File: src/rtl/sld_pkg.sv
`timescale 1ns / 1ps
`default_nettype none
// ----------------------------------------------------------------------------
// sld_pkg
// Shared types, widths and the luma function of the subsampled luma
// frame difference block.
// ----------------------------------------------------------------------------
package sld_pkg;

  localparam int PIXEL_W     = 16;
  localparam int LUMA_W      = 8;
  localparam int SIDE_CFG_W  = 12;
  localparam int SIDE_CMP_W  = 13;
  localparam int CFG_INDEX_W = 2;
  localparam int COUNT_W     = 19;
  localparam int MEAN_W      = 18;
  localparam int TOTAL_W     = 26;
  localparam int SCALE_W     = 10;
  localparam int PROD_W      = TOTAL_W + SCALE_W;
  localparam int DIV_STEPS   = PROD_W;
  localparam int DIV_CNT_W   = $clog2(DIV_STEPS);
  localparam int IN_TDATA_W  = 2 * PIXEL_W;
  localparam int OUT_TDATA_W = ((COUNT_W + MEAN_W + 7) / 8) * 8;
  localparam int OUT_PAD_W   = OUT_TDATA_W - COUNT_W - MEAN_W;

  localparam logic [SIDE_CFG_W-1:0] WIDTH_RESET  = 12'd640;
  localparam logic [SIDE_CFG_W-1:0] HEIGHT_RESET = 12'd480;
  localparam logic [SCALE_W-1:0]    MEAN_SCALE   = 10'd1000;

  localparam logic [15:0] LUMA_R = 16'd77;
  localparam logic [15:0] LUMA_G = 16'd150;
  localparam logic [15:0] LUMA_B = 16'd29;

  localparam logic [CFG_INDEX_W-1:0] REG_FRAME_WIDTH  = 2'd0;
  localparam logic [CFG_INDEX_W-1:0] REG_FRAME_HEIGHT = 2'd1;

  // controller to datapath
  typedef struct packed {
    logic take;      // pixel pair beat accepted
    logic snap;      // scale the total, latch the count, clear accumulators
    logic div_step;  // one restoring division step
    logic load;      // move quotient and count into the output register
  } cmd_t;

  // datapath to controller
  typedef struct packed {
    logic frame_end;
    logic div_last;
    logic out_free;
  } status_t;

  function automatic logic [LUMA_W-1:0] luma_of(input logic [PIXEL_W-1:0] px);
    logic [7:0]  r8;
    logic [7:0]  g8;
    logic [7:0]  b8;
    logic [15:0] sum;
    r8  = {px[15:11], px[15:13]};
    g8  = {px[10:5], px[10:9]};
    b8  = {px[4:0], px[4:2]};
    sum = LUMA_R * {8'd0, r8} + LUMA_G * {8'd0, g8} + LUMA_B * {8'd0, b8};
    return sum[15:8];
  endfunction

endpackage
`default_nettype wire

File: src/rtl/sld_ctrl.sv
`timescale 1ns / 1ps
`default_nettype none
// ----------------------------------------------------------------------------
// sld_ctrl
// Sequencer: pixel intake, pipeline drain, scaling, serial divide and
// result hand-off.
// ----------------------------------------------------------------------------
module sld_ctrl (
  input  wire             clk,
  input  wire             rst_n,
  input  wire             in_tvalid,
  output logic            in_tready,
  input  sld_pkg::status_t status,
  output sld_pkg::cmd_t    cmd
);
  import sld_pkg::*;

  typedef enum logic [4:0] {
    ST_RUN   = 5'b00001,
    ST_DRAIN = 5'b00010,
    ST_MUL   = 5'b00100,
    ST_DIV   = 5'b01000,
    ST_LOAD  = 5'b10000
  } state_t;

  state_t state_r;
  state_t state_nxt;

  assign in_tready = (state_r == ST_RUN);

  always_comb begin
    cmd.take     = in_tready & in_tvalid;
    cmd.snap     = (state_r == ST_MUL);
    cmd.div_step = (state_r == ST_DIV);
    cmd.load     = (state_r == ST_LOAD) & status.out_free;
  end

  always_comb begin
    state_nxt = state_r;
    unique case (state_r)
      ST_RUN: begin
        if (in_tvalid && status.frame_end) state_nxt = ST_DRAIN;
      end
      ST_DRAIN: state_nxt = ST_MUL;
      ST_MUL:   state_nxt = ST_DIV;
      ST_DIV: begin
        if (status.div_last) state_nxt = ST_LOAD;
      end
      ST_LOAD: begin
        if (status.out_free) state_nxt = ST_RUN;
      end
      default: state_nxt = ST_RUN;
    endcase
  end

  always_ff @(posedge clk) begin
    if (!rst_n) begin
      state_r <= ST_RUN;
    end else begin
      state_r <= state_nxt;
    end
  end

endmodule
`default_nettype wire

File: src/rtl/sld_dp.sv
`timescale 1ns / 1ps
`default_nettype none
// ----------------------------------------------------------------------------
// sld_dp
// Datapath: size registers, raster position, luma stage, accumulators,
// bit-serial restoring divider and output register.
// ----------------------------------------------------------------------------
module sld_dp #(
  parameter int SAMPLE_STEP = 4,
  parameter int MAX_SIDE    = 2048
) (
  input  wire                                 clk,
  input  wire                                 rst_n,
  input  wire                                 cfg_valid,
  input  wire  [sld_pkg::CFG_INDEX_W-1:0]     cfg_index,
  input  wire  [sld_pkg::SIDE_CFG_W-1:0]      cfg_data,
  input  wire  [sld_pkg::IN_TDATA_W-1:0]      in_tdata,
  input  wire                                 out_tready,
  input  sld_pkg::cmd_t                       cmd,
  output sld_pkg::status_t                    status,
  output logic                                out_tvalid,
  output logic [sld_pkg::OUT_TDATA_W-1:0]     out_tdata
);
  import sld_pkg::*;

  localparam int CW = $clog2(MAX_SIDE);
  localparam int SW = $clog2(MAX_SIDE + 1);
  localparam int PW = (SAMPLE_STEP > 1) ? $clog2(SAMPLE_STEP) : 1;
  localparam logic [PW-1:0]         PH_LAST  = PW'(SAMPLE_STEP - 1);
  localparam logic [SIDE_CMP_W-1:0] SIDE_MAX = SIDE_CMP_W'(MAX_SIDE);

  // size registers
  logic [SIDE_CFG_W-1:0] frame_width_r;
  logic [SIDE_CFG_W-1:0] frame_height_r;

  always_ff @(posedge clk) begin
    if (!rst_n) begin
      frame_width_r  <= WIDTH_RESET;
      frame_height_r <= HEIGHT_RESET;
    end else if (cfg_valid) begin
      if (cfg_index == REG_FRAME_WIDTH)  frame_width_r  <= cfg_data;
      if (cfg_index == REG_FRAME_HEIGHT) frame_height_r <= cfg_data;
    end
  end

  logic [SW-1:0] side_w;
  logic [SW-1:0] side_h;

  // zero acts as one, oversize acts as the maximum side
  always_comb begin
    priority if (frame_width_r == '0) side_w = SW'(1);
    else if ({1'b0, frame_width_r} > SIDE_MAX) side_w = SW'(MAX_SIDE);
    else side_w = SW'(frame_width_r);
    priority if (frame_height_r == '0) side_h = SW'(1);
    else if ({1'b0, frame_height_r} > SIDE_MAX) side_h = SW'(MAX_SIDE);
    else side_h = SW'(frame_height_r);
  end

  // raster position with sample phase counters
  logic [CW-1:0] col_r, col_nxt;
  logic [CW-1:0] row_r, row_nxt;
  logic [PW-1:0] col_ph_r, col_ph_nxt;
  logic [PW-1:0] row_ph_r, row_ph_nxt;
  logic          row_end;
  logic          frame_end;
  logic          sample_hit;

  assign row_end    = (SW'(col_r) + SW'(1)) >= side_w;
  assign frame_end  = row_end && ((SW'(row_r) + SW'(1)) >= side_h);
  assign sample_hit = (col_ph_r == '0) && (row_ph_r == '0);

  always_comb begin
    col_nxt    = col_r;
    row_nxt    = row_r;
    col_ph_nxt = col_ph_r;
    row_ph_nxt = row_ph_r;
    if (cmd.take) begin
      if (!row_end) begin
        col_nxt    = col_r + CW'(1);
        col_ph_nxt = (col_ph_r == PH_LAST) ? '0 : col_ph_r + PW'(1);
      end else begin
        col_nxt    = '0;
        col_ph_nxt = '0;
        if (frame_end) begin
          row_nxt    = '0;
          row_ph_nxt = '0;
        end else begin
          row_nxt    = row_r + CW'(1);
          row_ph_nxt = (row_ph_r == PH_LAST) ? '0 : row_ph_r + PW'(1);
        end
      end
    end
  end

  always_ff @(posedge clk) begin
    if (!rst_n) begin
      col_r    <= '0;
      row_r    <= '0;
      col_ph_r <= '0;
      row_ph_r <= '0;
    end else begin
      col_r    <= col_nxt;
      row_r    <= row_nxt;
      col_ph_r <= col_ph_nxt;
      row_ph_r <= row_ph_nxt;
    end
  end

  // luma stage
  logic              s1_vld_r;
  logic [LUMA_W-1:0] luma_prev_r;
  logic [LUMA_W-1:0] luma_cur_r;

  always_ff @(posedge clk) begin
    if (!rst_n) begin
      s1_vld_r <= 1'b0;
    end else begin
      s1_vld_r <= cmd.take & sample_hit;
    end
  end

  always_ff @(posedge clk) begin
    luma_prev_r <= luma_of(in_tdata[PIXEL_W-1:0]);
    luma_cur_r  <= luma_of(in_tdata[2*PIXEL_W-1:PIXEL_W]);
  end

  // accumulators
  logic [TOTAL_W-1:0] total_r;
  logic [COUNT_W-1:0] samples_r;
  logic [LUMA_W-1:0]  abs_diff;

  assign abs_diff = (luma_cur_r >= luma_prev_r) ? (luma_cur_r - luma_prev_r)
                                                : (luma_prev_r - luma_cur_r);

  always_ff @(posedge clk) begin
    if (!rst_n) begin
      total_r   <= '0;
      samples_r <= '0;
    end else if (cmd.snap) begin
      total_r   <= '0;
      samples_r <= '0;
    end else if (s1_vld_r) begin
      total_r   <= total_r + TOTAL_W'(abs_diff);
      samples_r <= samples_r + COUNT_W'(1);
    end
  end

  // scale and restoring divide, quotient shifts in where the dividend leaves
  logic [COUNT_W-1:0]   n_r;
  logic [PROD_W-1:0]    quo_r;
  logic [COUNT_W:0]     rem_r;
  logic [DIV_CNT_W-1:0] div_cnt_r;
  logic [COUNT_W:0]     rem_sh;
  logic                 rem_ge;

  assign rem_sh = {rem_r[COUNT_W-1:0], quo_r[PROD_W-1]};
  assign rem_ge = rem_sh >= {1'b0, n_r};

  always_ff @(posedge clk) begin
    if (cmd.snap) begin
      n_r       <= samples_r;
      quo_r     <= {{SCALE_W{1'b0}}, total_r} * {{TOTAL_W{1'b0}}, MEAN_SCALE};
      rem_r     <= '0;
      div_cnt_r <= '0;
    end else if (cmd.div_step) begin
      quo_r     <= {quo_r[PROD_W-2:0], rem_ge};
      rem_r     <= rem_ge ? (rem_sh - {1'b0, n_r}) : rem_sh;
      div_cnt_r <= div_cnt_r + DIV_CNT_W'(1);
    end
  end

  // output register
  logic                   out_vld_r;
  logic [OUT_TDATA_W-1:0] out_data_r;
  logic [MEAN_W-1:0]      mean;

  // a count of zero gives a mean of zero
  assign mean = (n_r == '0) ? '0 : quo_r[MEAN_W-1:0];

  always_ff @(posedge clk) begin
    if (!rst_n) begin
      out_vld_r <= 1'b0;
    end else if (cmd.load) begin
      out_vld_r <= 1'b1;
    end else if (out_tready) begin
      out_vld_r <= 1'b0;
    end
  end

  always_ff @(posedge clk) begin
    if (cmd.load) out_data_r <= {{OUT_PAD_W{1'b0}}, mean, n_r};
  end

  assign out_tvalid = out_vld_r;
  assign out_tdata  = out_data_r;

  always_comb begin
    status.frame_end = frame_end;
    status.div_last  = (div_cnt_r == DIV_CNT_W'(DIV_STEPS - 1));
    status.out_free  = !out_vld_r || out_tready;
  end

endmodule
`default_nettype wire

File: src/rtl/subsampled_luma_frame_difference.sv
`timescale 1ns / 1ps
`default_nettype none
// ----------------------------------------------------------------------------
// subsampled_luma_frame_difference
// Mean absolute luma difference of two RGB565 frames on a sampled grid.
// ----------------------------------------------------------------------------
// in_*  : one beat per co-located pixel pair, raster order; tdata holds
//         previous_pixel in bits 15:0 and current_pixel in bits 31:16.
// out_* : one beat per frame: frame_samples in bits 18:0 and
//         mean_diff_x1000 in bits 36:19, bits 39:37 zero.
// cfg_* : register writes, index 0 frame_width, index 1 frame_height;
//         always ready, other indexes are dropped. Write only when idle.
// Throughput: one pixel beat per cycle inside a frame. After the last
//   pixel of a frame intake pauses through the drain, scale, bit-serial
//   divide and load states; the result appears once the load state has
//   moved it into the output register.
// Stall: the result sits in an output register while pixels of the next
//   frame flow; only if that frame ends before the result is taken does
//   intake wait in the load cycle.
// Reset: sizes return to 640 x 480, position and totals clear, no result.
// ----------------------------------------------------------------------------
module subsampled_luma_frame_difference #(
  parameter int SAMPLE_STEP = 4,
  parameter int MAX_SIDE    = 2048
) (
  input  wire                               clk,
  input  wire                               rst_n,
  input  wire                               cfg_valid,
  output logic                              cfg_ready,
  input  wire  [sld_pkg::CFG_INDEX_W-1:0]   cfg_index,
  input  wire  [sld_pkg::SIDE_CFG_W-1:0]    cfg_data,
  input  wire                               in_tvalid,
  output logic                              in_tready,
  // previous_pixel [15:0], current_pixel [31:16]
  input  wire  [sld_pkg::IN_TDATA_W-1:0]    in_tdata,
  output logic                              out_tvalid,
  input  wire                               out_tready,
  // frame_samples [18:0], mean_diff_x1000 [36:19], zero pad [39:37]
  output logic [sld_pkg::OUT_TDATA_W-1:0]   out_tdata
);
  import sld_pkg::*;

  cmd_t    cmd;
  status_t status;

  assign cfg_ready = 1'b1;

  sld_ctrl u_ctrl (
    .clk       (clk),
    .rst_n     (rst_n),
    .in_tvalid (in_tvalid),
    .in_tready (in_tready),
    .status    (status),
    .cmd       (cmd)
  );

  sld_dp #(
    .SAMPLE_STEP (SAMPLE_STEP),
    .MAX_SIDE    (MAX_SIDE)
  ) u_dp (
    .clk        (clk),
    .rst_n      (rst_n),
    .cfg_valid  (cfg_valid),
    .cfg_index  (cfg_index),
    .cfg_data   (cfg_data),
    .in_tdata   (in_tdata),
    .out_tready (out_tready),
    .cmd        (cmd),
    .status     (status),
    .out_tvalid (out_tvalid),
    .out_tdata  (out_tdata)
  );

endmodule
`default_nettype wire

File: config.mk
export PLATFORM = sky130hd
export DESIGN_NAME = subsampled_luma_frame_difference
export DESIGN_NICKNAME = d
export VERILOG_FILES = /design/src/rtl/sld_pkg.sv /design/src/rtl/sld_ctrl.sv /design/src/rtl/sld_dp.sv /design/src/rtl/subsampled_luma_frame_difference.sv
export SDC_FILE = /design/constraint.sdc
export NUM_CORES = 1
export LEC_CHECK = 0
export ABC_AREA = 0
export BUFFER_PORTS_ARGS = -buffer_cell sky130_fd_sc_hd__clkbuf_2
export CAP_MARGIN = 20
export CORE_MARGIN = 2
export CORE_UTILIZATION = 40
export DETAILED_ROUTE_END_ITERATION = 7
export PLACE_DENSITY = 0.58
export SLEW_MARGIN = 10
export SYNTH_ARGS = -nofsm -noshare
export SYNTH_HDL_FRONTEND = slang
export SYNTH_SLANG_ARGS = --single-unit
File: constraint.sdc
create_clock -name clk -period 5.7 [get_ports clk]
set_input_delay 0.285 -clock clk [delete_from_list [all_inputs] [get_ports clk]]
set_output_delay 0.285 -clock clk [all_outputs]
set_load 0.02 [all_outputs]
# Word level (Yosys, flattened, before mapping)
# Cells that the tools add are included.
# W data, S select, Z words.
[word_totals]
inputBits = 51
wordCells = 103
reg_bits = 235
[op_classes]
reduce_logical = 18
n_bitwise = 4
n_lt_le_gt_ge = 6
multipliers = 7
n_eq_ne = 12
muxes = 20
n_addsub = 16
[ops]
columns = ["op", "n"]
rows = [
  ["$mux W36", 2],
  ["$mul A7 B8 Y15 const A", 4],
  ["$mux W12", 4],
  ["$mul A26 B7 Y33 const B", 1],
  ["$add A15 B16 Y16", 2],
  ["$add A16 B13 Y16", 2],
  ["$add A26 B8 Y26", 1],
  ["$mul A5 B8 Y13 const A", 2],
  ["$pmux W5 S5", 1],
  ["$add A11 B1 Y12 const B", 2],
  ["$ge A12 B12 Y1", 2],
  ["$gt A12 B12 Y1 const B", 2],
  ["$logic_not A12 Y1", 2],
  ["$add A11 B1 Y11 const B", 2],
  ["$mux W11", 2],
  ["$ge A20 B19 Y1", 1],
  ["$add A19 B1 Y19 const B", 1],
  ["$logic_not A19 Y1", 1],
  ["$mux W19", 1],
  ["$sub A19 B19 Y19", 1],
  ["$sub A8 B8 Y8", 2],
  ["$mux W5", 3],
  ["$ge A8 B8 Y1", 1],
  ["$mux W2", 4],
  ["24 further kinds", 37],
]

# Depth between registers and ports, before layout
# Gate-level depths: netlist of run 1.
[depth]
depth_word = 8
mapped_depth = 28

# Modules after synthesis
# A second synthesis of run 1 with hierarchy kept.
[unflattened]
hier_cells = 2240
hier_area_um2 = 22047.4
[by_module_without_submodules]
columns = ["module", "area_each_um2", "instances", "seq_area_each_um2", "cells_per_inst"]
rows = [
  ["sld_dp", 21727.1, 1, 5495.3, 2205],
  ["sld_ctrl", 309.0, 1, 100.1, 33],
  ["subsampled_luma_frame_difference", 11.3, 1, 0.0, 2],
]

# Least setup slack after synthesis of run 1
# OpenSTA, ideal clock, no wires.
[synth_timing]
path_kind = "input-to-reg"
startpoint = "in in_tdata[6] (netlist bit)"
endpoint = "reg u_dp.luma_prev_r[7]"
path_buffers = 0
required_time_ns = 5.628
setup_slack_ns = -0.424
arrival_ns = 6.052
stages = 28
cell_sequence = "ha_1 ha_1 ha_1 inv_1 fa_1 inv_1 ha_1 nand2_1 o21ai_0 nor2_1 nor2_1 nor2_1 xnor2_1 ha_1 fa_1 inv_1 fa_1 fa_1 inv_1 ha_1 nand3_1 nand2_1 a41o_1 nor4_2 nor3_1 a2111oi_2 xnor2_1 xnor2_1"
[synth_between]
elab_chain_len = 3
[synth_lines]
columns = ["element", "line_no", "source"]
rows = [
  ["start, declared", "subsampled_luma_frame_difference.sv:35", "input wire [sld_pkg::IN_TDATA_W-1:0] in_tdata,"],
  ["$mul A7 B8 Y15", "sld_pkg.sv:60", "sum = LUMA_R * {8'd0, r8} + LUMA_G * {8'd0, g8} + LUMA_B * {8'd0, b8};"],
  ["$add A15 B16 Y16", "sld_pkg.sv:60", ""],
  ["$add A16 B13 Y16", "sld_pkg.sv:60", ""],
  ["end signal, assigned", "sld_dp.sv:123", "luma_prev_r <= luma_of(in_tdata[PIXEL_W-1:0]);"],
  ["end, declared", "sld_dp.sv:111", "logic [LUMA_W-1:0] luma_prev_r;"],
]
# No other way between the ends.
# A chain may end at the register's enable or synchronous reset.

# Worst setup path after layout of run 1
[layout_timing]
startpoint = "in in_tdata[9] (netlist bit)"
endpoint = "reg u_dp.luma_prev_r[7]"
# Same word-level chain as after synthesis.

==> results.py, run 1 <==
metrics = {
    "worst_setup_path": {
        "crit_chain": "buf_8 > ha_4 > ha_4 > inv_2 > fa_1 > fa_1 > inv_2 > ha_4 > xnor2_2 > fa_1 > fa_1 > inv_2 > fa_1 > inv_2 > fa_1 > ha_4 > nand3_2 > nand2_1 > a41o_1 > nor4_4 > nor3_2 > a2111oi_2 > xnor2_1 > xnor2_1",
        "critPathBufInv": 5,
        "critPathRequiredTime_ns": 6.18,
        "cpMostUsedCell": "fa_1",
        "worst_setup_path_start_kind": "input pin",
        "slowest_delay_ns": 0.55,
        "path_max_fanout": 3,
        "reg2reg_slack_ns": 0.27,
        "path_class": "in -> reg",
        "cp_top_family": "adder cells",
        "endpoint_kind": "flip-flop",
        "arrival_ns": 6.04,
        "cp_slowest_cell": "fa_1",
        "cp-startpoint": "in_tdata[9]",
        "r2r_start": "u_dp.total_r[14]",
    },
    "floorplan": {
        "fp.dieW_um": 237,
        "core-area_mm2": 0.0537,
        "start_util_pct": 40.4,
        "io_pins": 94,
        "rows": 85,
        "fp.dieH_um": 237,
        "die-area_mm2": 0.0561,
    },
    "timing": {
        "slew_headroom_pct": 28.9,
        "finalHoldViolCount": 0,
        "final.period_utilization_pct": 97.6,
        "skew_ns": 0.0277,
        "tightest_slew_ns": 1.06,
        "setup-violations-final": 0,
        "drv_slew": 0,
        "clock.fmax_ghz": 0.180,
        "rsz0062_at_grt": "true",
        "fin_crit_ns": 5.56,
        "fin_tns_setup_ns": 0,
    },
    "cells_and_area": {
        "synthToLayoutAreaGrowth_pct": 13.6,
        "n_antenna_cell": 0,
        "final_nets": 2939,
        "final_area_mm2": 0.0246,
        "layout_common_cells": "304 x ha_1, 263 x inv_1, 206 x fa_1, 185 x nand2_1, 146 x dfxtp_1",
        "final_cells": 3087,
        "drive_above_1_share_pct": 11.1,
        "final_common_cell": "ha_1",
    },
    "yosys": {
        "synth_edf_count": 89,
        "netlist_area_mm2": 0.0217,
        "synthAdderAreaFrac_pct": 37.1,
        "seq_area_frac_synth_pct": 25.8,
        "synth-compound-area-share_pct": 12.2,
        "synth-xor-area-share_pct": 5.29,
        "ys_types": 84,
        "synth-warning-count": 0,
        "avgSynthCellArea_um2": 9.81,
        "synthArstFlopShare_pct": 0,
        "synth_top_family_by_area": "adder cells",
        "synth_seq_cells": 235,
        "ys.flop_type": "dfxtp_1",
        "synth_simple_gate_area_share_pct": 12.8,
        "synth_mux_area_share_pct": 1.07,
        "netlist_instances": 2209,
    },
    "clock_tree": {
        "cts_max_level": 1,
        "clkLatencyLatePin_ns": 0.57,
        "tritoncts": "done",
        "cts_root_buf": "clkbuf_16",
        "path_clk_slew_ns": 0.06,
        "post_cts_buffers": 0,
        "cts.sinks": 235,
        "cts_buffer_depth": 3,
        "cts_buffers": 28,
    },
    "power_and_ir_drop": {
        "power_frac_comb_pct": 68.5,
        "power_frac_clock_pct": 14.6,
        "pwr_density_cell_mw_per_mm2": 493,
        "power.share.sequential_pct": 16.9,
        "power.leakage_uw": 0.0116,
        "p_switching_uw": 5100,
        "internal_power_uw": 7030,
        "p_sw_share_pct": 42.0,
        "vdd_drop_max_uv": 506,
    },
    "placement": {
        "dp.cells": 3022,
        "place_area_mm2": 0.0235,
        "io_buffers": 89,
        "dp_hpwl_um": 36200,
        "routabilityCongestion": 0.848,
    },
    "routing": {
        "dr.pass1.iters": 5,
        "vias_per_cell": 5.14,
        "vias": 15871,
        "totalWireLength_um": 45000,
        "ant_nets": 0,
        "drt-initial-drc-count": 745,
        "wire_per_inst_um": 14.6,
        "drc": 0,
    },
    "grt": {
        "grt_use_met1_pct": 22.3,
        "grt_pass1_wl_um": 77500,
        "antenna_found_initial": 0,
        "met2_usage_pct": 28.1,
        "grt_remaining_overflow": 0,
        "grt_max_degree": 70,
        "busiest_layer": "met2",
        "grt.total_usage_pct": 16.3,
        "use_met3_pct": 1.75,
        "grt_pass1_vias": 16260,
    },
    "worst_hold_path": {
        "hold_class": "in -> reg",
        "worstHoldStart": "out_tready",
    },
    "status": {
        "status": "finished, final reports clean",
    },
    "flow_run": {
        "cap_violations": 0,
    },
}
[flip-flops by register name, summed over array words and instances (netlist names), 6 cells and up]
signal,cells
u_dp.total_r,26
u_dp.rem_r,19
u_dp.out_tdata,37
u_dp.luma_cur_r,8
u_dp.quo_r,36
u_dp.col_r,11
u_dp.div_cnt_r,6
u_dp.n_r,19
u_dp.frame_width_r,12
u_dp.luma_prev_r,8
u_dp.row_r,11
u_dp.frame_height_r,12
u_dp.samples_r,19
[cells in the mapped netlist, types with 21 or more instances]
cell	count	area share, %
a21o_1	33	1.1
ha_1	313	18
and3_1	27	0.78
nand2_1	186	3.2
nor2_1	127	2.2
fa_1	206	19
xor2_1	59	2.4
clkbuf_1	37	0.64
nand3_1	56	1.3
nor3_1	32	0.74
inv_1	270	4.7
xnor2_1	72	2.9
mux2i_1	21	0.97
o21ai_1	22	0.51
a21oi_1	105	2.4
edfxtp_1	89	12
o21ai_0	77	1.8
nor2b_1	35	1.0
dfxtp_1	146	13
[kinds of logic (layout without fill, tap and decap cells)]
logic type / after synthesis / after routing
buffers and inverters: 323 / 503
AND/OR/NAND/NOR: 575 / 575
multiplexers: 23 / 23
adder cells (fa/ha/maj): 519 / 519
AO/OA/AOI/OAI: 401 / 401
XOR/XNOR: 131 / 131
flip-flops: 235 / 235
other: 2 / 4
[worst register-to-register path, cell delays in order (launching register included)]
cell       delay (ns)
dfxtp_1          0.49
fa_1             0.49
fa_1             0.57
fa_1             0.44
fa_1             0.47
ha_1             0.41
a21o_1           0.23
o21bai_1         0.19
a2111oi_0        0.59
buf_4            0.22
o211ai_1         0.18
a311oi_1         0.46
a2bb2oi_1        0.14
xnor2_1          0.23
o21ai_1          0.08
[power groups by stage]
stage / sequential, µW / combinational (µW) / clock, µW
5_1_grt: 2070 / 9620 / 1890
4_1_cts: 2050 / 8290 / 1830
3_5_place_dp: 2090 / 8230 / 0
3_3_place_gp: 2080 / 7990 / 0
6_report: 2050 / 8320 / 1770
2_1_floorplan: 2040 / 6050 / 0
[metal layers]
metal	share of wire, %	wire [µm]	vias to the layer above
met4	1.9	845	0
met5	0	0	-
li1	-	-	7934
met1	48	21800	7680
met3	2.6	1160	54
met2	47	21300	203
[path summary, 6_finish.rpt]
kind | cells past startpoint | end
hold / removal | 3 | u_dp.out_tvalid
setup / recovery | 24 | u_dp.luma_prev_r[7]
setup reg to reg | 14 | u_dp.quo_r[35]
hold reg to reg | 0 | u_dp.n_r[18]
[through the flow]
stage	power [µW]	util (%)	setup WS (ns)	hold slack (ns)
detailed placement	10300	43.8	-0.450	0.444
floorplan	8080	-	-0.0139	0.409
CTS	12200	45.7	0.126	0.0267
global route	13600	45.8	-0.0837	0.0724
finish	12100	45.8	0.139	0.0449
global placement	10100	43.8	-0.353	0.440
[cell type report]
class | count | area, µm²
Clock buffer | 30 | 729
Sequential cell | 235 | 5600
Inverter | 271 | 1020
Multi-Input combinational cell | 1653 | 15000
Tap cell | 696 | 871
Fill cell | 5084 | 29100
Clock inverter | 22 | 196
Timing Repair Buffer | 180 | 1170
[what timing repair did]
action / CTS / global route
hold buffers: 12 / 0
endpoints found under the hold margin: 24 / 0
endpoints found under the setup margin: 0 / 5
gates resized for setup: 0 / 16
Note: power is estimated with default switching activity, not from simulation.
==> run 2, diff against run 1 <==
Settings changed: CORE_UTILIZATION 40 to 25, PLACE_DENSITY 0.58 to 0.4.
==> run 2 against run 1 <==
Against the previous run: die area increased by 59%; sequential power hardly changed; worst setup slack improved by 0.15 ns; register-to-register slack better by 0.05 ns; maximum frequency grew 2.8%; sequential cell count stayed put; worst hold slack worse by 0.0025 ns; sequential share of layout area is 0.73 points lower; clock skew decreased by 0.019 ns; via count decreased by 0.54%; total power rose by 4.1%.
==> results.py, run 2 (same netlist as run 1, synthesis figures left out) <==
metrics = {
    "power_and_ir_drop": {
        "p_switching_uw": 5220,
        "internal_power_uw": 7410,
        "power_frac_comb_pct": 67.3,
        "power_frac_clock_pct": 16.4,
        "pwr_density_cell_mw_per_mm2": 497,
        "power.share.sequential_pct": 16.2,
        "p_sw_share_pct": 41.3,
        "vdd_drop_max_uv": 413,
        "power.leakage_uw": 0.0118,
    },
    "worst_setup_path": {
        "worst_setup_path_start_kind": "input pin",
        "endpoint_kind": "flip-flop",
        "path_class": "in -> reg",
        "path_max_fanout": 4,
        "arrival_ns": 5.86,
        "critPathRequiredTime_ns": 6.15,
    },
    "clock_tree": {
        "clkLatencyLatePin_ns": 0.57,
        "path_clk_slew_ns": 0.06,
        "cts_buffers": 30,
        "post_cts_buffers": 0,
        "cts_max_level": 1,
        "cts_buffer_depth": 3,
        "cts_root_buf": "clkbuf_16",
        "tritoncts": "done",
        "cts.sinks": 235,
    },
    "worst_hold_path": {
        "hold_class": "in -> reg",
    },
    "timing": {
        "tightest_slew_ns": 0.814,
        "finalHoldViolCount": 0,
        "skew_ns": 0.00875,
        "fin_ws_ns": 0.290,
        "rsz0062_at_grt": "true",
        "fin_crit_ns": 5.41,
        "setup-violations-final": 0,
        "slew_headroom_pct": 45.4,
        "fin_hold_ws_ns": 0.0424,
        "clock.fmax_ghz": 0.185,
        "drv_slew": 0,
        "final.period_utilization_pct": 94.9,
    },
    "grt": {
        "grt_pass1_vias": 16616,
        "met2_usage_pct": 19.1,
        "grt_remaining_overflow": 0,
        "busiest_layer": "met2",
        "grt_max_degree": 70,
        "grt_use_met1_pct": 15.6,
        "antenna_found_initial": 0,
        "use_met3_pct": 1.26,
        "grt_pass1_wl_um": 84900,
        "grt.total_usage_pct": 11.3,
    },
    "cells_and_area": {
        "synthToLayoutAreaGrowth_pct": 17.4,
        "n_antenna_cell": 0,
        "final_nets": 2954,
        "final_cells": 3552,
        "drive_above_1_share_pct": 11.5,
        "largest_reg_flops": 37,
        "final_common_cell": "ha_1",
        "fill_cells": 8940,
        "layout_common_cells": "305 x ha_1, 267 x inv_1, 206 x fa_1, 185 x nand2_1, 146 x dfxtp_1",
        "post-route-util_pct": 29.7,
        "final_area_mm2": 0.0254,
    },
    "routing": {
        "vias_per_cell": 4.44,
        "drt-initial-drc-count": 595,
        "drc": 0,
        "dr.pass1.iters": 5,
        "ant_nets": 0,
        "wire_per_inst_um": 14.1,
        "vias": 15785,
        "totalWireLength_um": 50000,
    },
    "placement": {
        "routabilityCongestion": 0.793,
        "dp.cells": 3482,
        "dp_hpwl_um": 40300,
        "dp_slack_ns": -0.378,
        "io_buffers": 89,
        "place_area_mm2": 0.0242,
    },
    "floorplan": {
        "rows": 107,
        "die-area_mm2": 0.0891,
        "core-area_mm2": 0.0855,
        "start_util_pct": 25.3,
        "fp.dieH_um": 298,
        "fp.dieW_um": 298,
        "io_pins": 94,
    },
    "flow_run": {
        "cap_violations": 0,
    },
    "status": {
        "status": "finished, final reports clean",
    },
}
[run 2: per-stage QoR]
stage	TNS, ns	power (µW)
CTS	0	12700
global route	-0.0146	14200
floorplan	-0.0139	8080
detailed placement	-2.57	10500
global placement	-2.20	10500
finish	0	12600
[run 2: final timing paths]
kind,from,endpoint,slack [ns],cells past startpoint
hold reg to reg,u_dp.samples_r[18],u_dp.n_r[18],0.46,0
setup / recovery,in_tdata[7],u_dp.luma_prev_r[7],0.29,27
hold / removal,out_tready,u_dp.out_tvalid,0.04,3
setup reg to reg,u_dp.total_r[15],u_dp.quo_r[35],0.32,15
[run 2: cell type report]
| type | count | area [µm²] | area share, % |
|---|---|---|---|
| Multi-Input combinational cell | 1653 | 15000 | 59.1 |
| Sequential cell | 235 | 5600 | 22.0 |
| Tap cell | 1144 | 1430 | 5.63 |
| Timing Repair Buffer | 193 | 1270 | 4.98 |
| Inverter | 271 | 1020 | 4.00 |
| Clock buffer | 37 | 828 | 3.26 |
| Clock inverter | 19 | 264 | 1.04 |
[run 2: routing by layer]
layer	vias up	wire (µm)
met1	7627	24600
met5	-	0
met2	150	23400
met3	43	1340
met4	0	591
li1	7965	-
[run 2: critical path, cell delays in order]
cell	delay [ns]
clkbuf_2	0.13
ha_4	0.24
ha_1	0.28
inv_1	0.07
fa_1	0.43
fa_1	0.51
inv_2	0.05
ha_4	0.28
inv_1	0.05
nor2_1	0.08
nor2_1	0.06
xnor2_1	0.12
ha_1	0.31
fa_1	0.49
inv_1	0.05
fa_1	0.47
fa_1	0.50
inv_2	0.05
ha_4	0.22
nand3_2	0.07
nand2_1	0.05
a41o_1	0.24
nor4_4	0.16
nor3_1	0.09
a2111oi_2	0.32
xnor2_1	0.17
xnor2_1	0.09
[run 2: timing repair]
action	CTS	global route
resized for setup	0	6
setup endpoints to repair	0	7
endpoints found under the hold margin	24	0
hold buffers	12	0
[run 2: power groups by stage]
stage | clock network (µW) | registers (µW) | logic, µW
final | 2080 | 2050 | 8510
after global routing | 2230 | 2070 | 9860
after CTS | 2160 | 2060 | 8500
after detailed placement | 0 | 2100 | 8420
after global placement | 0 | 2090 | 8370
after floorplan | 0 | 2040 | 6050
